## config.mk

```make
export PLATFORM = sky130hd
export DESIGN_NAME = rgvc_recip
export DESIGN_NICKNAME = d
export VERILOG_FILES = /design/src/rtl/core/rgvc_pkg.sv /design/src/rtl/core/rgvc_recip.sv
export SDC_FILE = /design/constraint.sdc
export NUM_CORES = 2
export LEC_CHECK = 0
export BUFFER_PORTS_ARGS = -buffer_cell sky130_fd_sc_hd__buf_2
export CORE_MARGIN = 2
export CORE_UTILIZATION = 66
export DETAILED_ROUTE_END_ITERATION = 7
export HOLD_SLACK_MARGIN = 0.05
export PLACE_DENSITY_LB_ADDON = 0.15
export SYNTH_ARGS = -nofsm -noshare
export SYNTH_HDL_FRONTEND = slang
export SYNTH_SLANG_ARGS = --single-unit
```

## constraint.sdc

```tcl
create_clock -name clk -period 13.1 [get_ports clk]
set_input_delay 0 -clock clk [delete_from_list [all_inputs] [get_ports clk]]
set_output_delay 0 -clock clk [all_outputs]
set_load 0.01 [all_outputs]
```

## src/rtl/core/rgvc_pkg.sv

```systemverilog
// shared types, constants and arithmetic helpers for the replaygain volume composer
package rgvc_pkg;

    typedef logic [30:0] mant_t;
    typedef logic signed [9:0] expo_t;

    typedef struct packed {
        logic  z;
        expo_t e;
        mant_t m;
    } nval_t;

    localparam int CFG_IDX_W  = 3;
    localparam int CFG_DATA_W = 17;

    localparam logic [CFG_IDX_W-1:0] REG_RG_MODE     = 3'd0;
    localparam logic [CFG_IDX_W-1:0] REG_PREAMP_DB   = 3'd1;
    localparam logic [CFG_IDX_W-1:0] REG_ALLOW_CLIP  = 3'd2;
    localparam logic [CFG_IDX_W-1:0] REG_FALLBACK_DB = 3'd3;
    localparam logic [CFG_IDX_W-1:0] REG_VOLUME      = 3'd4;
    localparam logic [CFG_IDX_W-1:0] REG_EXTRA_DB    = 3'd5;
    localparam logic [CFG_IDX_W-1:0] REG_MUTE_ON     = 3'd6;

    localparam logic [1:0] MODE_OFF   = 2'd0;
    localparam logic [1:0] MODE_TRACK = 2'd1;

    localparam logic [16:0] VOLUME_RESET = 17'd10000;

    localparam logic [63:0] ONE30     = 64'd1073741824;
    localparam logic [63:0] GIGA      = 64'd1000000000;
    localparam logic [63:0] HALF_GIGA = 64'd500000000;

    localparam logic [31:0] LOG2_10_K =
        32'((64'd166096405 * 64'd4294967296 + HALF_GIGA) / GIGA);
    localparam logic [29:0] LN2_Q30   = 30'((64'd693147181 * ONE30 + HALF_GIGA) / GIGA);
    localparam mant_t       INV_1E12_M = 31'd1180591621;
    localparam logic [17:0] DIV6_RECIP = 18'd174763;

    localparam mant_t POW2_TAB [16] = '{
        31'((64'd1000000000 * ONE30 + HALF_GIGA) / GIGA),
        31'((64'd1044273782 * ONE30 + HALF_GIGA) / GIGA),
        31'((64'd1090507733 * ONE30 + HALF_GIGA) / GIGA),
        31'((64'd1138788635 * ONE30 + HALF_GIGA) / GIGA),
        31'((64'd1189207115 * ONE30 + HALF_GIGA) / GIGA),
        31'((64'd1241857812 * ONE30 + HALF_GIGA) / GIGA),
        31'((64'd1296839555 * ONE30 + HALF_GIGA) / GIGA),
        31'((64'd1354255547 * ONE30 + HALF_GIGA) / GIGA),
        31'((64'd1414213562 * ONE30 + HALF_GIGA) / GIGA),
        31'((64'd1476826146 * ONE30 + HALF_GIGA) / GIGA),
        31'((64'd1542210825 * ONE30 + HALF_GIGA) / GIGA),
        31'((64'd1610490332 * ONE30 + HALF_GIGA) / GIGA),
        31'((64'd1681792831 * ONE30 + HALF_GIGA) / GIGA),
        31'((64'd1756252160 * ONE30 + HALF_GIGA) / GIGA),
        31'((64'd1834008086 * ONE30 + HALF_GIGA) / GIGA),
        31'((64'd1915206561 * ONE30 + HALF_GIGA) / GIGA)
    };

    // product of two normalised values, rounded back to 30 fraction bits
    function automatic nval_t nmul(input nval_t a, input nval_t b);
        logic [61:0] prod;
        logic [32:0] rnd;
        nval_t       r;
        prod = 62'(a.m) * 62'(b.m);
        rnd  = 33'((prod + 62'd536870912) >> 30);
        r.z  = a.z | b.z;
        if (rnd[31])
        begin
            r.m = 31'((rnd + 33'd1) >> 1);
            r.e = a.e + b.e + 10'sd1;
        end
        else
        begin
            r.m = rnd[30:0];
            r.e = a.e + b.e;
        end
        return r;
    endfunction

    function automatic logic nless(input nval_t a, input nval_t b);
        logic r;
        if (a.e != b.e)
            r = a.e < b.e;
        else
            r = a.m < b.m;
        return r;
    endfunction

    // Q16.16 with half-up rounding and saturation
    function automatic logic [31:0] to_q16(input nval_t a);
        expo_t       sh;
        logic [32:0] sum;
        logic [31:0] v;
        sh  = 10'sd14 - a.e;
        sum = '0;
        v   = '0;
        priority if (a.z)
            v = '0;
        else if (a.e >= 10'sd16)
            v = '1;
        else if (a.e == 10'sd15)
            v = {a.m, 1'b0};
        else if (a.e == 10'sd14)
            v = {1'b0, a.m};
        else if (sh <= 10'sd31)
        begin
            sum = {2'b00, a.m} + (33'd1 << (sh[4:0] - 5'd1));
            v   = 32'(sum >> sh[4:0]);
        end
        else
            v = '0;
        return v;
    endfunction

endpackage

```

## src/rtl/core/rgvc_recip.sv

```systemverilog
// nine-stage pipelined reciprocal of a Q8.16 peak, four quotient bits per divide stage
module rgvc_recip (
    input  logic             clk,
    input  logic [23:0]      peak,
    output rgvc_pkg::nval_t  lim
);
    import rgvc_pkg::*;

    localparam int DIV_STAGES = 8;

    typedef struct packed {
        logic [31:0] rem;
        logic [31:0] low;
        logic [31:0] quo;
    } div_t;

    logic [4:0]  msb;
    mant_t       nm_next;
    mant_t       nm_reg;
    logic [4:0]  b_reg;

    div_t        st_reg  [DIV_STAGES];
    mant_t       dm_reg  [DIV_STAGES];
    logic [4:0]  db_reg  [DIV_STAGES];

    logic [31:0] q_fin;

    function automatic div_t step4(input div_t s, input mant_t d);
        div_t r;
        r = s;
        for (int k = 0; k < 4; k++)
        begin
            r.rem = {r.rem[30:0], r.low[31]};
            r.low = {r.low[30:0], 1'b0};
            if (r.rem >= {1'b0, d})
            begin
                r.rem = r.rem - {1'b0, d};
                r.quo = {r.quo[30:0], 1'b1};
            end
            else
                r.quo = {r.quo[30:0], 1'b0};
        end
        return r;
    endfunction

    always_comb
    begin
        msb = '0;
        for (int i = 0; i < 24; i++)
        begin
            if (peak[i])
                msb = 5'(i);
        end
        nm_next = 31'(peak) << (5'd30 - msb);
    end

    always_ff @(posedge clk)
    begin
        nm_reg <= nm_next;
        b_reg  <= msb;
        st_reg[0] <= step4('{rem: 32'd536870912, low: {2'b00, nm_reg[30:1]}, quo: '0}, nm_reg);
        dm_reg[0] <= nm_reg;
        db_reg[0] <= b_reg;
        for (int s = 1; s < DIV_STAGES; s++)
        begin
            st_reg[s] <= step4(st_reg[s-1], dm_reg[s-1]);
            dm_reg[s] <= dm_reg[s-1];
            db_reg[s] <= db_reg[s-1];
        end
    end

    always_comb
    begin
        q_fin = st_reg[DIV_STAGES-1].quo;
        lim.z = 1'b0;
        lim.m = q_fin[31] ? q_fin[31:1] : q_fin[30:0];
        lim.e = 10'sd15 - $signed({5'd0, db_reg[DIV_STAGES-1]})
                + $signed({9'd0, q_fin[31]});
    end

endmodule

```

== After elaboration in Yosys (flattened, before gate mapping) ==
Memory sizes are Yosys's and may differ from the RTL's.
Index checks and enable logic that the tools add are counted.
Storage, ports and cells
  RAM bits: 1024
  output and inout port bits: 42
  logic and storage cells: 161
  input port bits: 25
  register bits after elaboration: 36
  memories: 3
Memories
  st_reg: depth 8, width 92, rd ports 8, clocked after Yosys merged registers in 0, wr ports 8, RTL line rgvc_recip.sv:22  | div_t st_reg [DIV_STAGES];
  dm_reg: depth 8, width 31, rd ports 7, clocked after Yosys merged registers in 0, wr ports 8, RTL line rgvc_recip.sv:23  | mant_t dm_reg [DIV_STAGES];
  db_reg: depth 8, width 5, rd ports 8, clocked after Yosys merged registers in 0, wr ports 8, RTL line rgvc_recip.sv:24  | logic [4:0] db_reg [DIV_STAGES];
Operators by class
  multiplexer cells: 88
  add/subtract/negate cells: 35
  shift-type cells: 1
  $lt $le $gt $ge: 32
Operators by type and width (number)
  $ge A32 B31 Y1: 31
  $mux W31: 25
  $sub A31 B31 Y31: 23
  $mux W32: 8
  $sub A32 B31 Y32: 8
  $mux W5: 8
  $mux W1: 33
  $mux W4: 8
  $ge A31 B31 Y1 const A: 1
  $shl A24 B5 Y31: 1
  $sub A31 B31 Y31 const A: 1
  $mux W3: 4
  $add A6 B2 Y7: 1
  $sub A4 B5 Y6 const A: 1
  $sub A5 B5 Y5 const A: 1
  $mux W2: 2

== Depth between registers and ports, before layout ==
  depth in word-level cells: 25
  mapped depth: 60

== Worst setup path before layout ==
No wires, ideal clock.
  path type: register -> register
  start: memory dm_reg[3][1] (netlist bit)
  end: memory st_reg[1][85] (netlist bit)
  buffers on the path: 7
  data arrival time: 11.972 ns
  clock period less this slack: 12.092 ns
  setup slack: 1.008 ns
  cell stages (with the launch flop): 53
  setup time: 0.121 ns
  path through: dfxtp_1 > inv_1 > fa_1 > a21o_1 > a221oi_2 > o21ai_2 > a2111oi_4 > o21ai_0 > a221oi_2 > clkbuf_1 > o21ai_0 > ha_1 > clkbuf_1 > a211oi_1 > o21ai_0 > a211oi_1 > a21oi_1 > a41o_1 > [17 not listed] > a21o_1 > a21oi_4 > inv_2 > buf_4 > mux2_1 > ha_1 > nand4_1 > or3_1 > o31ai_1 > o21a_1 > a31oi_1 > o22a_1 > o2111a_1 > a21oi_1 > a221oi_1 > mux2i_1 > buf_2 > mux2_2
RTL lines (RTL line)
  start: declaration: rgvc_recip.sv:23
  end: declaration: rgvc_recip.sv:22

==> metrics.md <==
| Metric | Value |
|---|---|
| Status | `complete, no violations` |
| Final HPWL DP | `188000 um` |
| Largest family of logic cells by synthesized area | `compound AO/OA/AOI/OAI gates` |
| GRT overflow | `0` |
| Post-Synth Simple-Gate Area | `0.161` |
| Number of instances in the placed design | `10703` |
| WHS Path Cells | `4` |
| Tmin final | `12.66 ns` |
| Gr usage total | `0.395` |
| Placer congestion estimate | `1.03` |
| Initial Util | `0.663` |
| Share of layout cells above drive strength 1 | `0.0958` |
| Startpoint types | `register` |
| DR vias/cell | `6.57` |
| CTS max path bufs | `3` |
| Reg2reg path depth | `52` |
| Clock Latency Late Sink | `0.68 ns` |
| CTS clock-pin slew for the worst setup and hold paths | `0.06 ns` |
| Worst hold-check path type | `primary input to register` |
| CTS tree | `yes` |
| Syn. warnings | `0` |
| Achievable Freq | `0.0790 GHz` |
| WP data arrival | `13.21 ns` |
| Xor and xnor area share after synthesis | `0.0945` |
| Actual slew at the worst max-slew pin | `1.18 ns` |
| DRT antenna net count | `0` |
| Detailed router's first-iteration violation count | `6404` |
| Synthesized area | `73100 um2` |
| Period utilization | `0.966` |
| Compound-Gate Fraction of Synth Area | `0.261` |
| CTS Sinks | `654` |
| Cell family with most CP delay | `compound AO/OA/AOI/OAI gates` |
| H-tree depth | `3` |
| Sequential fraction of the synthesis area | `0.179` |
| CP Class | `register to register` |
| CP endpoint kind | `register` |
| Most used cell, CP | `a21oi_1` |
| Fin util | `0.715` |
| WP depth | `52` |
| Drt drc | `0` |
| Crit Path Max Fanout | `27` |
| Die footprint | `113000 um2` |
| Avg Cell Area, Syn | `7.89 um2` |
| Number of CTS-inserted buffers | `77` |
| DRT Wirelength | `235000 um` |
| Post-synth EDFFs | `0` |
| Slowest CP cell | `a211oi_1` |
| Io pins | `67` |
| Hold Violations, Final | `0` |
| WP buf/inv | `8` |
| WL/cell | `21.6 um` |
| Finished Layout Cells | `10896` |
| Yosys top cell area share | `0.179` |
| Synth area leader | `dfxtp_1` |
| Die height | `337 um` |
| Count of different cell masters after synthesis | `101` |
| Top post-synthesis cells by area | `dfxtp_1 18%, ha_1 17%, a21oi_1 6.5%, xnor2_1 6.2%, mux2_2 6.1%` |
| # nets final | `10362` |
| Max-cap violations | `0` |
| Setup violators final | `0` |
| Worst Path Required | `13.65 ns` |
| Die Wd | `337 um` |
| Flops & latches, synth | `654` |
| Async set-reset flop share out of synthesis | `0` |
| I/O Buffers | `65` |
| Cells after Synth | `9264` |
| Root buf cell | `clkbuf_16` |
| Vias in the first global route | `67180` |
| Post-synthesis adder-cell area fraction | `0.173` |
| Via count | `71545` |
| Max Clock Skew | `0.0309 ns` |
| Slowest stage delay, CP | `0.69 ns` |
| Slew Limit Fails | `0` |
| CORE AREA | `110000 um2` |
| Antenna violations before repair | `3` |
| Max FFs per register | `361` |
| Row Count | `122` |
| Mux contribution to synthesized area | `0.0901` |
| Max transition margin | `0.214` |
| Filler Cell Count | `8986` |
| Synth-to-Final Area Change | `7.80%` |
| Pin count of the biggest net entering global routing | `42` |
| First-pass GRT wire length | `360000 um` |
| Primary FF master, synth | `dfxtp_1` |
| Final setup TNS | `0 ns` |
| Drt pass-1 iters | `8` |
[synth_stat cells, types with 26 or more instances]
| master | count |
|---|---|
| ha_1 | 965 |
| a21oi_1 | 956 |
| nor2_1 | 685 |
| nand2_1 | 684 |
| o21ai_0 | 678 |
| dfxtp_1 | 654 |
| inv_1 | 561 |
| xnor2_1 | 515 |
| mux2_2 | 397 |
| a21o_1 | 379 |
| xor2_1 | 274 |
| nand3_1 | 170 |
| nand2b_1 | 152 |
| clkbuf_1 | 148 |
| nor3_1 | 144 |
| mux2i_1 | 129 |
| o21a_1 | 129 |
| nor2b_1 | 122 |
| nand4_1 | 121 |
| o21bai_1 | 97 |
| and3_1 | 93 |
| a211oi_1 | 89 |
| a31oi_1 | 74 |
| o211ai_1 | 65 |
| or3_1 | 60 |
| mux2_1 | 54 |
| o31ai_1 | 52 |
| and2_1 | 47 |
| nor4_1 | 38 |
| or2_2 | 36 |
| o221ai_1 | 32 |
| o31a_1 | 31 |
| fa_1 | 29 |
| a211o_1 | 28 |
| buf_2 | 28 |
| and4_1 | 27 |
| a221o_1 | 26 |
[area by class of cell]
| class | count | area, um2 | area share |
|---|---|---|---|
| clock inverters | 39 | 542 | 0.00688 |
| clock buffers | 99 | 2110 | 0.0268 |
| inverters | 573 | 2180 | 0.0276 |
| well taps | 1488 | 1860 | 0.0236 |
| flip-flops and latches | 654 | 13100 | 0.166 |
| multi-input cells | 7829 | 57400 | 0.729 |
| diodes | 6 | 15.0 | 0.000191 |
| repair buffers | 208 | 1560 | 0.0199 |
[cell families after synthesis]
logic type                 after synthesis
and+or+nand+nor                       2457
DFF                                    654
other                                    1
muxes                                  590
adders and majority gates              994
AOI/OAI and AO/OA                     2996
xor gates and xnor gates               789
buffers and inverters                  783
[layer usage]
| layer | vias to the layer above | track usage | wire length (um) |
|---|---|---|---|
| met5 | - | 0 | 12 |
| met4 | 2 | 0.244 | 15900 |
| met3 | 825 | 0.0534 | 16700 |
| met2 | 3099 | 0.651 | 106000 |
| met1 | 33461 | 0.488 | 96000 |
| li1 | 34158 | - | - |
[placed cells by master (no fill, tap or decap), drive strengths merged, types with 145 or more instances in the layout]
cell      n
ha      965
a21oi   957
o21ai   687
nor2    686
nand2   684
dfxtp   654
inv     573
xnor2   515
mux2    452
a21o    379
xor2    274
buf     183
nand3   170
nand2b  152
nor3    145
[worst reg2reg max path: cells and delay by family, from the launching register on]
family                     cells  cell delay, ns
AOI/OAI and AO/OA             27            6.84
xor gates and xnor gates       1            0.09
adders and majority gates      5            1.62
buffers and inverters          8            1.41
DFF                            1            0.37
muxes                          3            1.04
and+or+nand+nor                8            1.21
[final timing paths]
kind | slack [ns] | start | endpoint
setup / recovery | 0.44 | dm_reg[0][28] | st_reg[0][181]
hold / removal | 0.11 | peak[14] | nm_reg[19]
setup reg to reg | 0.44 | dm_reg[0][28] | st_reg[0][181]
hold reg to reg | 0.32 | st_reg[1][99] | st_reg[1][195]
[timing repair]
action	CTS	global route
setup buffers	0	22
gates resized for setup	9	100
hold buffers	24	0
cloned	0	3
endpoints found under the setup margin	91	225
hold endpoints to repair	20	0
pin swaps	0	10
[stage by stage]
stage          worst slack, ns  hold slack (ns)  area [um2]
2_1_floorplan             1.01            0.162       73100
3_3_place_gp            -0.237            0.310       75300
3_5_place_dp            -0.364            0.312       75300
4_1_cts                0.00743           0.0514       78200
5_1_grt                 -0.126            0.149       78800
6_report                 0.441            0.112       78800
Power is not shown: default switching activity piles up to over one toggle a cycle in this logic, so the estimate is an artifact.
