===== src/rtl/core/rgvc_pkg.sv =====
// shared types, constants and arithmetic helpers for the replaygain volume composer
package rgvc_pkg;

    typedef logic [30:0] mant_t;
    typedef logic signed [9:0] expo_t;

    typedef struct packed {
        logic  z;
        expo_t e;
        mant_t m;
    } nval_t;

    localparam int CFG_IDX_W  = 3;
    localparam int CFG_DATA_W = 17;

    localparam logic [CFG_IDX_W-1:0] REG_RG_MODE     = 3'd0;
    localparam logic [CFG_IDX_W-1:0] REG_PREAMP_DB   = 3'd1;
    localparam logic [CFG_IDX_W-1:0] REG_ALLOW_CLIP  = 3'd2;
    localparam logic [CFG_IDX_W-1:0] REG_FALLBACK_DB = 3'd3;
    localparam logic [CFG_IDX_W-1:0] REG_VOLUME      = 3'd4;
    localparam logic [CFG_IDX_W-1:0] REG_EXTRA_DB    = 3'd5;
    localparam logic [CFG_IDX_W-1:0] REG_MUTE_ON     = 3'd6;

    localparam logic [1:0] MODE_OFF   = 2'd0;
    localparam logic [1:0] MODE_TRACK = 2'd1;

    localparam logic [16:0] VOLUME_RESET = 17'd10000;

    localparam logic [63:0] ONE30     = 64'd1073741824;
    localparam logic [63:0] GIGA      = 64'd1000000000;
    localparam logic [63:0] HALF_GIGA = 64'd500000000;

    localparam logic [31:0] LOG2_10_K =
        32'((64'd166096405 * 64'd4294967296 + HALF_GIGA) / GIGA);
    localparam logic [29:0] LN2_Q30   = 30'((64'd693147181 * ONE30 + HALF_GIGA) / GIGA);
    localparam mant_t       INV_1E12_M = 31'd1180591621;
    localparam logic [17:0] DIV6_RECIP = 18'd174763;

    localparam mant_t POW2_TAB [16] = '{
        31'((64'd1000000000 * ONE30 + HALF_GIGA) / GIGA),
        31'((64'd1044273782 * ONE30 + HALF_GIGA) / GIGA),
        31'((64'd1090507733 * ONE30 + HALF_GIGA) / GIGA),
        31'((64'd1138788635 * ONE30 + HALF_GIGA) / GIGA),
        31'((64'd1189207115 * ONE30 + HALF_GIGA) / GIGA),
        31'((64'd1241857812 * ONE30 + HALF_GIGA) / GIGA),
        31'((64'd1296839555 * ONE30 + HALF_GIGA) / GIGA),
        31'((64'd1354255547 * ONE30 + HALF_GIGA) / GIGA),
        31'((64'd1414213562 * ONE30 + HALF_GIGA) / GIGA),
        31'((64'd1476826146 * ONE30 + HALF_GIGA) / GIGA),
        31'((64'd1542210825 * ONE30 + HALF_GIGA) / GIGA),
        31'((64'd1610490332 * ONE30 + HALF_GIGA) / GIGA),
        31'((64'd1681792831 * ONE30 + HALF_GIGA) / GIGA),
        31'((64'd1756252160 * ONE30 + HALF_GIGA) / GIGA),
        31'((64'd1834008086 * ONE30 + HALF_GIGA) / GIGA),
        31'((64'd1915206561 * ONE30 + HALF_GIGA) / GIGA)
    };

    // product of two normalised values, rounded back to 30 fraction bits
    function automatic nval_t nmul(input nval_t a, input nval_t b);
        logic [61:0] prod;
        logic [32:0] rnd;
        nval_t       r;
        prod = 62'(a.m) * 62'(b.m);
        rnd  = 33'((prod + 62'd536870912) >> 30);
        r.z  = a.z | b.z;
        if (rnd[31])
        begin
            r.m = 31'((rnd + 33'd1) >> 1);
            r.e = a.e + b.e + 10'sd1;
        end
        else
        begin
            r.m = rnd[30:0];
            r.e = a.e + b.e;
        end
        return r;
    endfunction

    function automatic logic nless(input nval_t a, input nval_t b);
        logic r;
        if (a.e != b.e)
            r = a.e < b.e;
        else
            r = a.m < b.m;
        return r;
    endfunction

    // Q16.16 with half-up rounding and saturation
    function automatic logic [31:0] to_q16(input nval_t a);
        expo_t       sh;
        logic [32:0] sum;
        logic [31:0] v;
        sh  = 10'sd14 - a.e;
        sum = '0;
        v   = '0;
        priority if (a.z)
            v = '0;
        else if (a.e >= 10'sd16)
            v = '1;
        else if (a.e == 10'sd15)
            v = {a.m, 1'b0};
        else if (a.e == 10'sd14)
            v = {1'b0, a.m};
        else if (sh <= 10'sd31)
        begin
            sum = {2'b00, a.m} + (33'd1 << (sh[4:0] - 5'd1));
            v   = 32'(sum >> sh[4:0]);
        end
        else
            v = '0;
        return v;
    endfunction

endpackage


===== src/rtl/core/rgvc_volume.sv =====
// five-stage volume cube, normalised and scaled by 1e-12
module rgvc_volume (
    input  logic             clk,
    input  logic [16:0]      volume,
    output rgvc_pkg::nval_t  vol
);
    import rgvc_pkg::*;

    localparam nval_t SCALE = '{z: 1'b0, e: -10'sd40, m: INV_1E12_M};

    logic [33:0] sq_reg;
    logic [16:0] v1_reg;
    logic [50:0] cu_reg;
    logic [50:0] cu3_reg;
    logic [5:0]  b3_reg;
    logic        z3_reg;
    nval_t       n4_reg;
    nval_t       vol_reg;

    logic [5:0]  msb;
    logic [5:0]  sh;
    logic [51:0] rsum;
    logic [31:0] mm;
    nval_t       n_next;

    always_comb
    begin
        msb = '0;
        for (int i = 0; i < 51; i++)
        begin
            if (cu_reg[i])
                msb = 6'(i);
        end
    end

    always_comb
    begin
        sh   = b3_reg - 6'd30;
        rsum = '0;
        mm   = '0;
        n_next.z = z3_reg;
        if (b3_reg > 6'd30)
        begin
            rsum = 52'(cu3_reg) + (52'd1 << (sh - 6'd1));
            mm   = 32'(rsum >> sh);
            if (mm[31])
            begin
                n_next.m = mm[31:1];
                n_next.e = $signed({4'd0, b3_reg}) + 10'sd1;
            end
            else
            begin
                n_next.m = mm[30:0];
                n_next.e = $signed({4'd0, b3_reg});
            end
        end
        else
        begin
            n_next.m = cu3_reg[30:0] << (6'd30 - b3_reg);
            n_next.e = $signed({4'd0, b3_reg});
        end
    end

    always_ff @(posedge clk)
    begin
        sq_reg  <= 34'(volume) * 34'(volume);
        v1_reg  <= volume;
        cu_reg  <= 51'(sq_reg) * 51'(v1_reg);
        cu3_reg <= cu_reg;
        b3_reg  <= msb;
        z3_reg  <= (cu_reg == '0);
        n4_reg  <= n_next;
        vol_reg <= nmul(n4_reg, SCALE);
    end

    assign vol = vol_reg;

endmodule


===== config.mk =====
export PLATFORM = sky130hd
export DESIGN_NAME = rgvc_volume
export DESIGN_NICKNAME = d
export VERILOG_FILES = /design/src/rtl/core/rgvc_pkg.sv /design/src/rtl/core/rgvc_volume.sv
export SDC_FILE = /design/constraint.sdc
export NUM_CORES = 2
export LEC_CHECK = 0
export BUFFER_PORTS_ARGS = -buffer_cell sky130_fd_sc_hd__buf_2
export CORE_MARGIN = 1.5
export CORE_UTILIZATION = 30
export DETAILED_ROUTE_END_ITERATION = 16
export PLACE_DENSITY_LB_ADDON = 0.12
export REMOVE_ABC_BUFFERS = 1
export SYNTH_ARGS = -nofsm -noshare
export SYNTH_HDL_FRONTEND = slang
export SYNTH_SLANG_ARGS = --single-unit

===== constraint.sdc =====
create_clock -name clk -period 8.7 [get_ports clk]
set_input_delay 0.435 -clock clk [delete_from_list [all_inputs] [get_ports clk]]
set_output_delay 0.435 -clock clk [all_outputs]
set_load 0.005 [all_outputs]

### Yosys cells after proc, flatten, opt, wreduce, memory -nomap -nowiden

Index checks and enable logic that the tools add are counted.

* input port bits: 18
* word-level logic and storage cells: 87
* flip-flop bits (word level): 241

* reductions and logical operators: 4
* shift-type cells: 3
* mux-type cells: 52
* magnitude comparators: 1
* $mul: 3
* add/sub/neg operators: 9

Operators by type and width (number)
* 2-to-1 mux 6 bit: 27
* 2-to-1 mux 5 bit: 16
* 2-to-1 mux 37 bit: 2
* adder 62 x 30 -> 62 bit, second input constant: 1
* multiplier 31 x 31 -> 62 bit, second input constant: 1
* adder 51 x 52 -> 52 bit: 1
* << shifter 1 x 6 -> 52 bit, first input constant: 1
* >> shifter 52 x 6 -> 32 bit: 1
* zero test 51 bit: 1
* multiplier 34 x 17 -> 51 bit: 1
* 2-to-1 mux 41 bit: 1
* multiplier 17 x 17 -> 34 bit: 1
* adder 32 x 1 -> 32 bit, second input constant: 1
* << shifter 31 x 6 -> 31 bit: 1
* OR reduction 19 bit: 1
* adder 10 x 2 -> 10 bit, second input constant: 1
* adder 8 x 7 -> 9 bit, second input constant: 1
* 2-to-1 mux 2 bit: 4
* adder 6 x 1 -> 7 bit, second input constant: 1
* greater-than comparator 6 x 5 -> 1 bit, second input constant: 1
* subtractor 5 x 6 -> 6 bit, first input constant: 1
* subtractor 6 x 1 -> 6 bit, second input constant: 1
* subtractor 6 x 5 -> 6 bit, second input constant: 1
* 2-to-1 mux 3 bit: 1
* other kinds (3): 3

### Logic depth before layout (Yosys ltp)

* depth after elaboration: 49
* depth in mapped cells: 34

### Worst setup path after synthesis

Ideal clock, no wire load.

* path kind: register -> register
* from: reg n4_reg[10] (netlist name)
* to: reg vol_reg, in the netlist vol[29]
* period minus slack after synthesis: 8.588 ns
* buffers on the path: 1
* library setup time: 0.066 ns
* cell stages (with the launch flop): 31
* arrival time: 8.522 ns
* path slack: 0.112 ns
* data required time: 8.634 ns
* path through: dfxtp_1 > fa_1 > inv_1 > fa_1 > inv_1 > fa_1 > fa_1 > inv_1 > fa_1 > fa_1 > inv_1 > fa_1 > inv_1 > fa_1 > inv_1 > ha_1 > buf_6 > a21o_1 > a21o_1 > a221o_1 > a211o_4 > and3_4 > o21ai_4 > nand3_2 > a31oi_2 > xor2_2 > or4b_1 > nor4_2 > mux2_4 > a211o_1 > a21oi_2

* longest elaborated chain between the ends: 4

RTL lines
* start, declared: line rgvc_volume.sv:17 `nval_t n4_reg;`
* start signal, assigned: line rgvc_volume.sv:72 `n4_reg <= n_next;`
* multiplier 31 x 31 -> 62 bit (*): line rgvc_pkg.sv:63 `prod = 62'(a.m) * 62'(b.m);`
* adder 62 x 30 -> 62 bit (*): line rgvc_pkg.sv:64 `rnd = 33'((prod + 62'd536870912) >> 30);`
* adder 32 x 1 -> 32 bit: line rgvc_pkg.sv:68 `r.m = 31'((rnd + 33'd1) >> 1);`
* 2-to-1 mux 41 bit (*): line rgvc_pkg.sv:66 `if (rnd[31])`
* end signal, assigned: line rgvc_volume.sv:73 `vol_reg <= nmul(n4_reg, SCALE);`
* end, declared: line rgvc_volume.sv:18 `nval_t vol_reg;`

Every way passes the cells marked *; elsewhere a longest branch is shown, timed or not.
A chain may end at the register's enable or synchronous reset.

### Worst setup path after layout

* from: reg n4_reg[18] (netlist name)
* to: reg vol_reg, in the netlist vol[29]

The elaborated chain is that of the path after synthesis.

==> flow_summary.toml <==
[sta]
relSlewSlack_pct = 22.2
tightestPinTransition_ns = 1.16
post-route-min-period_ns = 8.46
post_route_clock_period_utilization_pct = 97.2
final_hold_viol_count = 0
fin_skew_ns = 0.0363
drv_slew = 0
rsz0062_at_grt = "yes"
achievable-frequency_mhz = 118
timing.final.setup_violations = 0

[critical_path]
rr_endpoint = "vol[29]"
rr_worst_depth = 30
worstReg2RegStart = "n4_reg[18]"
critical-path-max-stage-delay_ns = 0.59
critical_path.startpoint_type = "flip-flop"
worstPathMaxFanout = 6
cp-end-kind = "flip-flop"
cp.required_ns = 9.26
critical_path.startpoint = "n4_reg[18]"
setup.worst_path.end = "vol[29]"
reg2reg_setup_slack_ns = 0.24
timing.critical_path.arrival_ns = 9.02
timing_worst_setup_path_type = "reg -> reg"
critical_path_s_slowest_cell = "sky130_fd_sc_hd__fa_2"
critical-path-top-cell-by-count = "sky130_fd_sc_hd__fa_1"

[clock_network]
tritoncts_clock_tree = "done"
ctsLongestPathBuffers = 3
numCtsBuffers = 35
cts_num_sinks = 239
ctsHoldBuffers = 0
cts.clk_slew.worst_paths_ns = 0.06
clock_latency_ns = 0.64
clockRootBuffer = "sky130_fd_sc_hd__clkbuf_16"
h-tree-depth = 2

[route]
dr_total_vias = 44100
wire_per_inst_um = 20.5
viasPerCell = 4.85
drt_wirelength_mm = 186
drt_pass1_iterations = 5
drt_first_iter_violations = 2175
antenna_violating_nets_post_route = 0
drt_drc_violations_left = 0

[placement]
placedInstanceArea_um2 = 61500
hpwlAfterDp_mm = 158
place_congestion = 0.907
port_buffers = 59

[final_layout]
fillerInstances = 19800
total_area_of_sequential_cells_um2 = 4810
area_delta_synth_final_pct = 10.7
final_area_um2 = 63000
final_layout_size_suffix_gt1_share_pct = 9.66
multi_input_gate_area_in_the_final_layout_um2 = 46300
design.final.nets = 8222

[synth]
syn_area_per_cell_um2 = 8.87
summed_instance_area_of_the_synthesized_netlist_um2 = 56900
ys_seq_area_share_pct = 8.41
async_flop_share_pct = 0
synth_top_flop_cell = "sky130_fd_sc_hd__dfxtp_1"
synth-edff-count = 0
yosys.cell_types.count = 128
post_synth_inst_count = 6414
synth-warning-count = 0
ys_seq_elements = 239

[global_routing]
grt_util_all_layers_pct = 19.6
grt_pass1_wl_mm = 291
antenna_violations_before_repair = 1
grt_start_max_net_pins = 71
grt_pass1_vias = 48300
grt_remaining_overflow = 0

[floorplan]
floorplan.core_area_um2 = 188000
die-width_um = 438
rows = 159
ioPinCount = 60
initial_utilization_pct = 30.3
design.die.area_um2 = 192000
dieHeight_um = 438

[run]
max_cap_violations = 0

[min_path]
hold_path_class = "in -> reg"

[status]
outcome = "finished, final reports clean"
stage by stage:
step / util (%) / hold slack (ns) / setup TNS (ns) / setup slack [ns] / std cells
floorplan: - / 0.310 / -13.54 / -0.638 / 6150
global placement: 32.7 / 0.311 / -0.268 / -0.217 / 9018
detailed placement: 32.7 / 0.312 / -0.439 / -0.187 / 9018
CTS: 33.4 / 0.121 / -0.0351 / -0.0351 / 9081
global route: 33.5 / 0.156 / -0.103 / -0.103 / 9086
finish: 33.5 / 0.175 / 0 / 0.242 / 9087
metal layers:
metal	wire length [µm]	GRT usage (%)	part of all wire (%)	vias to the layer above
met3	4600	1.35	2.5	262
met1	80500	24.4	43	22100
li1	-	-	-	21000
met4	6830	6.78	3.7	0
met2	93900	35.5	51	788
met5	0	0	0	-
placed cells by master (no fill, tap or decap), types with 20 or more instances in the layout:
cell | netlist | layout
sky130_fd_sc_hd__o221ai_1 | 22 | 22
sky130_fd_sc_hd__nor3_1 | 81 | 81
sky130_fd_sc_hd__buf_2 | 16 | 59
sky130_fd_sc_hd__or3_1 | 30 | 30
sky130_fd_sc_hd__clkbuf_16 | 0 | 35
sky130_fd_sc_hd__a21o_1 | 87 | 87
sky130_fd_sc_hd__dfxtp_1 | 239 | 228
sky130_fd_sc_hd__nor2b_1 | 32 | 32
sky130_fd_sc_hd__ha_1 | 660 | 652
sky130_fd_sc_hd__o21a_1 | 35 | 35
sky130_fd_sc_hd__nand2_1 | 772 | 771
sky130_fd_sc_hd__o21bai_1 | 29 | 29
sky130_fd_sc_hd__and2_1 | 224 | 224
sky130_fd_sc_hd__buf_4 | 0 | 312
sky130_fd_sc_hd__nor4_1 | 20 | 20
sky130_fd_sc_hd__nand4_1 | 41 | 41
sky130_fd_sc_hd__o21ai_0 | 146 | 142
sky130_fd_sc_hd__and3_1 | 62 | 62
sky130_fd_sc_hd__nor2_1 | 264 | 264
sky130_fd_sc_hd__a21oi_1 | 237 | 237
sky130_fd_sc_hd__mux4_2 | 31 | 31
sky130_fd_sc_hd__a31oi_1 | 40 | 40
sky130_fd_sc_hd__xor2_1 | 61 | 57
sky130_fd_sc_hd__mux2i_1 | 75 | 74
sky130_fd_sc_hd__nand2b_1 | 31 | 31
sky130_fd_sc_hd__xnor2_1 | 108 | 104
sky130_fd_sc_hd__inv_1 | 1258 | 1252
sky130_fd_sc_hd__o21ai_1 | 19 | 22
sky130_fd_sc_hd__nand3_1 | 91 | 90
sky130_fd_sc_hd__fa_1 | 979 | 973
sky130_fd_sc_hd__o31ai_1 | 27 | 27
sky130_fd_sc_hd__o211ai_1 | 38 | 38
sky130_fd_sc_hd__a211oi_1 | 36 | 36
cell usage after synthesis (all sizes together) (30+ instances only):
cell,count,share of area (%)
nor3,84,0.78
fa,979,34
a21oi,242,2.2
nand4,41,0.45
nand2,776,5.2
or3,30,0.33
ha,660,15
clkbuf,235,1.9
and3,64,0.71
a211oi,40,0.58
and2,226,2.5
mux2i,75,1.3
inv,1261,8.3
dfxtp,239,8.4
xor2,62,0.97
mux4,31,1.2
o211ai,41,0.57
a31oi,41,0.46
a21o,90,1.2
nand3,92,0.82
o21ai,171,1.6
nor2b,32,0.35
nand2b,31,0.34
nor2,267,1.8
o21a,35,0.46
xnor2,109,1.7
buf,33,0.32
worst min path at each step:
stage / from / endpoint / slack, ns / depth (start not counted)
final: volume[16] / v1_reg[16] / 0.18 / 1
after detailed placement: z3_reg / n4_reg[41] / 0.31 / 0
after floorplan: z3_reg / n4_reg[41] / 0.31 / 0
after global placement: n4_reg[41] / vol[41] / 0.31 / 0
after global routing: volume[16] / v1_reg[16] / 0.16 / 1
after CTS: volume[16] / v1_reg[16] / 0.12 / 1
layout make-up:
cell class                      instances  area share [%]
Antenna cell                            1         0.00398
Clock inverter                         19           0.384
Timing Repair Buffer                  378            4.37
Tap cell                             2495            4.96
Inverter                             1262            7.52
Multi-Input combinational cell       4649            73.6
Clock buffer                           44            1.51
Sequential cell                       239            7.63
what timing repair did:
item                                    in CTS  in global routing
resized for setup                           15                 39
buffers inserted                             0                  5
pin swaps                                    8                 43
endpoints found under the setup margin       7                 17
worst max-delay path: cells and delay by family (launching register included):
| family | cells | cell delay, ns |
|---|---|---|
| adders and majority gates | 9 | 4.16 |
| and+or+nand+nor | 7 | 1.49 |
| AOI/OAI and AO/OA | 5 | 0.94 |
| buffers and inverters | 7 | 0.84 |
| DFF | 1 | 0.44 |
| muxes | 1 | 0.33 |
| xor gates and xnor gates | 1 | 0.18 |
cells by family (layout without fill, tap and decap cells):
| family | Yosys count | count (layout) | synth area share, % |
|---|---|---|---|
| adders and majority gates | 1640 | 1640 | 49.0 |
| buffers and inverters | 1531 | 1703 | 10.6 |
| muxes | 126 | 126 | 2.95 |
| AOI/OAI and AO/OA | 972 | 972 | 11.9 |
| other | 2 | 8 | 0.0132 |
| and+or+nand+nor | 1733 | 1733 | 14.5 |
| DFF | 239 | 239 | 8.41 |
| xor gates and xnor gates | 171 | 171 | 2.66 |
Power is left out: the tool's default activity adds up to more than one toggle a clock period on the data nets, which glitch-free logic cannot reach.
